File: config.mk
export PLATFORM = sky130hd
export DESIGN_NAME = thermistor_adc_to_temperature
export DESIGN_NICKNAME = d
export VERILOG_FILES = /design/src/thermlin_pkg.sv /design/src/thermistor_adc_to_temperature.sv
export SDC_FILE = /design/constraint.sdc
export NUM_CORES = 2
export LEC_CHECK = 0
export BUFFER_PORTS_ARGS = -buffer_cell sky130_fd_sc_hd__buf_2
export CAP_MARGIN = 0
export CORE_ASPECT_RATIO = 1.25
export CORE_MARGIN = 3
export CORE_UTILIZATION = 59
export CTS_CLUSTER_DIAMETER = 60
export DETAILED_ROUTE_END_ITERATION = 6
export PLACE_DENSITY = 0.75
export SYNTH_ARGS = -nofsm -noshare
export SYNTH_HDL_FRONTEND = slang
export SYNTH_SLANG_ARGS = --single-unit
File: constraint.sdc
create_clock -name clk -period 39.4 [get_ports clk]
set_input_delay 1.97 -clock clk [delete_from_list [all_inputs] [get_ports clk]]
set_output_delay 1.97 -clock clk [all_outputs]
set_load 0.01 [all_outputs]
File: src/thermlin_pkg.sv
// Package with constants, types and coefficient tables for the thermistor linearizer.
package thermlin_pkg;

    // Input and output formats.
    localparam int ADC_BITS  = 12;
    localparam int FRAC_BITS = 8;
    localparam int RES_W     = 24;
    localparam int TEMP_W    = 16;
    localparam int STATUS_W  = 2;

    // Divider network: R = NUM_MULT*code / (DEN_BASE - DEN_MULT*code).
    localparam int NUM_MULT = 3300;
    localparam int DEN_BASE = 614250;
    localparam int DEN_MULT = 165;

    localparam int CODE_MAX   = (1 << ADC_BITS) - 1;
    localparam int NUM_W      = $clog2(NUM_MULT * CODE_MAX + 1) + FRAC_BITS;
    localparam int DEN_W      = $clog2(DEN_BASE + 1);
    localparam int PROD_W     = $clog2(DEN_MULT * CODE_MAX + 1);
    localparam int DIV_STEPS  = 2;
    localparam int DIV_STAGES = (NUM_W + DIV_STEPS - 1) / DIV_STEPS;
    localparam int QUO_W      = DIV_STAGES * DIV_STEPS;

    // Segment table.
    localparam int NSEG      = 11;
    localparam int SEG_W     = $clog2(NSEG);
    localparam int COEF_W    = 22;
    localparam int OFF_W     = 24;
    localparam int COEF_FRAC = 16;
    localparam int MUL_W     = COEF_W + RES_W + 1;
    localparam int ACC_W     = MUL_W + 1;
    localparam longint THR_SCALE  = 1000;
    localparam longint HOT_MILLI  = 1288;

    localparam logic signed [ACC_W-1:0] ROUND_HALF = ACC_W'(longint'(1) << (COEF_FRAC - 1));
    localparam logic signed [ACC_W-1:0] TEMP_MAX   = ACC_W'((longint'(1) << (TEMP_W - 1)) - 1);
    localparam logic signed [ACC_W-1:0] TEMP_MIN   = ACC_W'(-(longint'(1) << (TEMP_W - 1)));

    // Status codes.
    localparam logic [STATUS_W-1:0] ST_OK      = 2'd0;
    localparam logic [STATUS_W-1:0] ST_HOT     = 2'd1;
    localparam logic [STATUS_W-1:0] ST_INVALID = 2'd2;

    // Segment lower thresholds in milli-kilohms, top segment first.
    localparam longint SEG_THR_MILLI [NSEG] = '{
        89776, 53198, 32116, 19783, 12487, 8052, 5309, 3588, 2457, 1721, 1288
    };

    // Slopes and offsets, both with COEF_FRAC fractional bits.
    localparam logic signed [COEF_W-1:0] SEG_SLOPE [NSEG] = '{
        COEF_W'(-10267),  COEF_W'(-17917),  COEF_W'(-31086),  COEF_W'(-53139),
        COEF_W'(-89824),  COEF_W'(-147770), COEF_W'(-238921), COEF_W'(-380802),
        COEF_W'(-579452), COEF_W'(-890435), COEF_W'(-1329331)
    };

    localparam logic signed [OFF_W-1:0] SEG_OFF [NSEG] = '{
        OFF_W'(-388986), OFF_W'(297786),  OFF_W'(998371),  OFF_W'(1706598),
        OFF_W'(2432354), OFF_W'(3155923), OFF_W'(3889869), OFF_W'(4643119),
        OFF_W'(5355873), OFF_W'(6119959), OFF_W'(6875299)
    };

    // Divider pipeline payload.
    typedef struct packed {
        logic [DEN_W-1:0] rem;
        logic [QUO_W-1:0] quo;
        logic [DEN_W-1:0] den;
        logic             bad;
    } div_t;

    // Threshold in resistance units: R*1000 > T*2^F holds exactly when R > floor(T*2^F/1000).
    function automatic logic [RES_W-1:0] thr_q(input longint milli);
        return RES_W'((milli << FRAC_BITS) / THR_SCALE);
    endfunction

    // Restoring division, DIV_STEPS quotient bits per call.
    function automatic div_t div_stage(input div_t d);
        div_t           r;
        logic [DEN_W:0] t;
        r = d;
        for (int k = 0; k < DIV_STEPS; k++)
        begin
            t     = {r.rem, r.quo[QUO_W-1]};
            r.quo = {r.quo[QUO_W-2:0], 1'b0};
            if (t >= {1'b0, r.den})
            begin
                t        = t - {1'b0, r.den};
                r.quo[0] = 1'b1;
            end
            r.rem = t[DEN_W-1:0];
        end
        return r;
    endfunction

endpackage

File: src/thermistor_adc_to_temperature.sv
// Top level: pipelined ADC code to resistance and temperature conversion.
//
//   channel   signals                                        direction
//   input     in_valid, in_ready, adc_code                   into the block
//   output    out_valid, out_ready, resistance_q8,
//             temperature_q8, status                         out of the block
//
// One code enters per cycle unless stalled; stages: front, divider, select, multiply, output.
// The divider takes two quotient bits per stage, which sets the depth of the pipeline.
// Reset clears only the valid bits; data registers are loaded freely.
// All stages move together whenever the output register is empty or its transfer completes,
// so a stall freezes every item in place.
module thermistor_adc_to_temperature (
    input  logic                           clk,
    input  logic                           rst_n,
    input  logic                           in_valid,
    output logic                           in_ready,
    input  logic [11:0]                    adc_code,
    output logic                           out_valid,
    input  logic                           out_ready,
    output logic [thermlin_pkg::RES_W-1:0] resistance_q8,
    output logic signed [thermlin_pkg::TEMP_W-1:0] temperature_q8,
    output logic [thermlin_pkg::STATUS_W-1:0] status
);
    import thermlin_pkg::*;

    logic advance;

    // Front stage: numerator and denominator.
    logic [ADC_BITS-1:0] code;
    logic [PROD_W-1:0]   den_prod;
    div_t                front_next;

    // Divider stages; entry 0 holds the front stage.
    div_t                  div_reg   [DIV_STAGES+1];
    logic [DIV_STAGES:0]   div_vld_reg;

    // Segment select stage.
    logic [RES_W-1:0]    res_next;
    logic [SEG_W-1:0]    seg_next;
    logic [STATUS_W-1:0] st_next;
    logic [RES_W-1:0]    sel_res_reg;
    logic [SEG_W-1:0]    sel_seg_reg;
    logic [STATUS_W-1:0] sel_st_reg;
    logic                sel_vld_reg;

    // Multiply stage.
    logic signed [MUL_W-1:0] prod_next;
    logic signed [MUL_W-1:0] mul_prod_reg;
    logic [RES_W-1:0]        mul_res_reg;
    logic [SEG_W-1:0]        mul_seg_reg;
    logic [STATUS_W-1:0]     mul_st_reg;
    logic                    mul_vld_reg;

    // Output stage.
    logic signed [ACC_W-1:0]  acc;
    logic signed [ACC_W-1:0]  temp_full;
    logic signed [TEMP_W-1:0] temp_next;
    logic [RES_W-1:0]         out_res_reg;
    logic signed [TEMP_W-1:0] out_temp_reg;
    logic [STATUS_W-1:0]      out_st_reg;
    logic                     out_vld_reg;

    assign advance  = !out_vld_reg || out_ready;
    assign in_ready = advance;

    // Front stage: den = DEN_BASE - DEN_MULT*code; zero or negative marks the code invalid.
    always_comb
    begin
        code            = adc_code[ADC_BITS-1:0];
        den_prod        = PROD_W'(DEN_MULT) * PROD_W'(code);
        front_next.bad  = den_prod >= PROD_W'(DEN_BASE);
        front_next.den  = DEN_W'(PROD_W'(DEN_BASE) - den_prod);
        front_next.quo  = (QUO_W'(NUM_MULT) * QUO_W'(code)) << FRAC_BITS;
        front_next.rem  = '0;
    end

    always_ff @(posedge clk)
    begin
        if (advance)
        begin
            div_reg[0] <= front_next;
        end
    end

    for (genvar j = 1; j <= DIV_STAGES; j++)
    begin : g_div
        always_ff @(posedge clk)
        begin
            if (advance)
            begin
                div_reg[j] <= div_stage(div_reg[j-1]);
            end
        end
    end

    // Saturate resistance, pick the segment and set the status; the top-most exceeded threshold wins.
    always_comb
    begin
        logic [QUO_W-1:0] quo;
        quo = div_reg[DIV_STAGES].quo;
        if (|quo[QUO_W-1:RES_W])
        begin
            res_next = '1;
        end
        else
        begin
            res_next = quo[RES_W-1:0];
        end
        seg_next = SEG_W'(NSEG - 1);
        for (int i = NSEG - 1; i >= 0; i--)
        begin
            if (res_next > thr_q(SEG_THR_MILLI[i]))
            begin
                seg_next = SEG_W'(i);
            end
        end
        st_next = ST_OK;
        if (res_next <= thr_q(HOT_MILLI))
        begin
            st_next = ST_HOT;
        end
        if (div_reg[DIV_STAGES].bad)
        begin
            res_next = '0;
            st_next  = ST_INVALID;
        end
    end

    always_ff @(posedge clk)
    begin
        if (advance)
        begin
            sel_res_reg <= res_next;
            sel_seg_reg <= seg_next;
            sel_st_reg  <= st_next;
        end
    end

    assign prod_next = SEG_SLOPE[sel_seg_reg] * $signed({1'b0, sel_res_reg});

    always_ff @(posedge clk)
    begin
        if (advance)
        begin
            mul_prod_reg <= prod_next;
            mul_res_reg  <= sel_res_reg;
            mul_seg_reg  <= sel_seg_reg;
            mul_st_reg   <= sel_st_reg;
        end
    end

    // Add offset, round to nearest with ties upward, then saturate; an invalid code gives zero.
    always_comb
    begin
        acc       = ACC_W'(mul_prod_reg) + (ACC_W'(SEG_OFF[mul_seg_reg]) <<< FRAC_BITS)
                    + ROUND_HALF;
        temp_full = acc >>> COEF_FRAC;
        if (temp_full > TEMP_MAX)
        begin
            temp_next = TEMP_MAX[TEMP_W-1:0];
        end
        else if (temp_full < TEMP_MIN)
        begin
            temp_next = TEMP_MIN[TEMP_W-1:0];
        end
        else
        begin
            temp_next = temp_full[TEMP_W-1:0];
        end
        if (mul_st_reg == ST_INVALID)
        begin
            temp_next = '0;
        end
    end

    always_ff @(posedge clk)
    begin
        if (advance)
        begin
            out_res_reg  <= mul_res_reg;
            out_temp_reg <= temp_next;
            out_st_reg   <= mul_st_reg;
        end
    end

    // Valid bits travel with the data.
    always_ff @(posedge clk or negedge rst_n)
    begin
        if (!rst_n)
        begin
            div_vld_reg <= '0;
            sel_vld_reg <= 1'b0;
            mul_vld_reg <= 1'b0;
            out_vld_reg <= 1'b0;
        end
        else if (advance)
        begin
            div_vld_reg <= {div_vld_reg[DIV_STAGES-1:0], in_valid};
            sel_vld_reg <= div_vld_reg[DIV_STAGES];
            mul_vld_reg <= sel_vld_reg;
            out_vld_reg <= mul_vld_reg;
        end
    end

    assign out_valid      = out_vld_reg;
    assign resistance_q8  = out_res_reg;
    assign temperature_q8 = out_temp_reg;
    assign status         = out_st_reg;

endmodule

==> results by group <==
Die
  • IO Pins: 60
  • Die ar.: 168000 um^2
  • Die width: 367 um
  • Core Region: 161000 um^2
  • Cell Rows: 164
  • Initial Utilization: 59.8%
  • Die height: 457 um

Setup path
  • Crit path max fanout: 16
  • Slowest cell on the critical path: nor2_1
  • Register-to-Register Path Depth: 29
  • Startpoint class of the critical path: register
  • CP endpoint kind: register
  • Crit path depth: 29
  • Critical path arrival: 10.51 ns
  • Worst path buffer plus inverter count: 5
  • CP dominant cell by count: fa_1
  • CP delay by family, top: adder cells
  • Max stage delay on crit path: 1.06 ns
  • Path type of the worst setup path: register to register
  • Critical Path RT: 39.91 ns

STA
  • Fmax: 100 MHz
  • Max Slew Vio Count: 0
  • Setup_tns: 0 ns
  • Slew at the pin closest to its max-slew limit: 1.32 ns
  • Unrepaired setup endpoints after global routing: no
  • Period Utilization, post-route: 25.4%
  • Relative slew slack: 11.6%
  • Clk_skew: 0.0292 ns
  • Final setup violation count: 0
  • Fin. Hold Viols: 0
  • Final min period: 10.00 ns

Clock tree
  • Number of H-tree levels: 4
  • Clock transition at path regs: 0.06 ns
  • Setup bufs post-CTS: 0
  • # resized after CTS: 0
  • Worst skew pair latency: 0.79 ns
  • CTS tree: yes
  • Clk sink count: 1191
  • Post-CTS Hold Buffers: 0
  • Clock buffer count from CTS: 134
  • CTS Buffer Depth: 3
  • Root Driver: clkbuf_16

Final layout
  • Largest register FFs: 1030
  • N_diodes: 0
  • P&R area growth vs syn: 7.81%
  • Nets: 10.8k
  • Layout cells sized above 1: 8.61%
  • Fill cell count: 12.6k

Detailed routing
  • DRC Markers: 0
  • DR vias/cell: 5.97
  • Drt total wl: 240 mm
  • TritonRoute pass-1 iters: 6
  • ANT nets after route: 0
  • Via count: 68.9k
  • First DRT Iteration DRCs: 4423
  • Avg WL per Cell: 20.8 um

Global route
  • Vias in the first global route: 70.9k
  • Total global-route track usage: 28.4%
  • GR Overflow Total: 0
  • Largest net degree at the start of global routing: 178
  • Initial antenna violation count: 0
  • First-pass GRT wire length: 378 mm

Run
  • MaxCap Viol Count: 0

Placement
  • GPL Wtd Cong: 0.952
  • Post-DP HPWL: 186 mm
  • Port buffer count: 59

Synth
  • Top cell type's share of synthesized area: 36.6%
  • Post-synth EDFFs: 1171
  • Synth warn: 0
  • Sequential fraction of the synthesis area: 37.1%
  • Net Count, Synth: 10.8k
  • Prevailing post-synth register cell: edfxtp_1
  • Synth Instances: 9216
  • Mapped cell area: 96000 um^2
  • Post-synth top area cell: edfxtp_1
  • Synth Register Bits: 1191
  • Count leader, synth: inv_1
  • Synth cell types: 102
  • Asr flop ratio synth: 1.68%
  • Syn avg cell area: 10.4 um^2
  • Dominant cells by area after synthesis: edfxtp_1 37%, ha_1 13%, fa_1 11%
  • Top cells by count, synth: 1184 x inv_1, 1171 x edfxtp_1, 1013 x ha_1, 707 x nand2_1, 551 x nor2_1

Min path
  • HP Class: register to register
  • Hold Path Cell Cnt: 0

Run status
  • Status: finished, final reports clean
==> area by class of cell <==
class	count	area, um^2	share of cell area, %
clock buffer	156	3480	3.36
clock inverter	90	1150	1.11
inverter	1188	4460	4.31
multi-input combinational	6618	55100	53.3
sequential	1191	35700	34.5
tap	2158	2700	2.61
timing repair buffer	139	933	0.902
==> path summary, 6_finish.rpt <==
check | startpoint | to | slack (ns)
worst min register to register | div_reg[0][538]$_DFFE_PP_ | div_reg[0][613]$_DFFE_PP_ | 0.41
worst max register to register | sel_seg_reg[1]$_SDFFCE_PP0P_ | mul_prod_reg[46]$_DFFE_PP_ | 29.40
worst max-delay path | sel_seg_reg[1]$_SDFFCE_PP0P_ | mul_prod_reg[46]$_DFFE_PP_ | 29.40
worst min-delay path | div_reg[0][538]$_DFFE_PP_ | div_reg[0][613]$_DFFE_PP_ | 0.41
max in group asynchronous | rst_n | div_vld_reg[4]$_DFFE_PN0P_ | 37.97
min in group asynchronous | rst_n | mul_vld_reg$_DFFE_PN0P_ | 1.13
==> layer usage <==
metal	GRT usage [%]	part of all wire, %
met4	17.9	7.1
met5	0	0
met3	3.30	4.2
met1	31.4	37
met2	51.9	52
==> cells by family (layout without fill, tap and decap cells) <==
group	after synthesis	in the layout	share of synthesized area, %
simple gates	2366	2366	11.9
compound gates	1816	1816	12.3
fa+ha+maj	1520	1520	23.8
buf+inv	1407	1573	5.56
flops	1191	1191	37.1
xor+xnor	529	529	4.83
mux	387	387	4.49
==> placed cells by master, fill, tap and decap left out, types with 94 or more instances in the layout <==
cell / n
edfxtp_1: 1171
nor2b_1: 104
inv_1: 1184
nand2_1: 707
a21oi_1: 520
nand3_1: 135
ha_1: 1013
fa_1: 507
mux2_2: 339
nor2_1: 551
o21a_1: 94
nand4_1: 104
and2_1: 254
o21ai_0: 358
a21o_1: 223
nor3_1: 165
clkbuf_16: 136
xnor2_1: 351
xor2_1: 178
==> metrics by stage <==
step           instance area (um^2)  utilization [%]  cells  hold WS [ns]  worst slack [ns]
3_3_place_gp                  98900             61.5  11300         0.401             29.89
4_1_cts                      104000             64.4  11500         0.412             29.56
2_1_floorplan                 96000                -   9216         0.400              1.22
3_5_place_dp                  98900             61.5  11300         0.405             29.61
6_report                     104000             64.4  11500         0.413             29.40
5_1_grt                      104000             64.4  11500         0.417             28.93
Power is not shown: default switching activity piles up to over one toggle a cycle in this logic, so the estimate is an artifact.
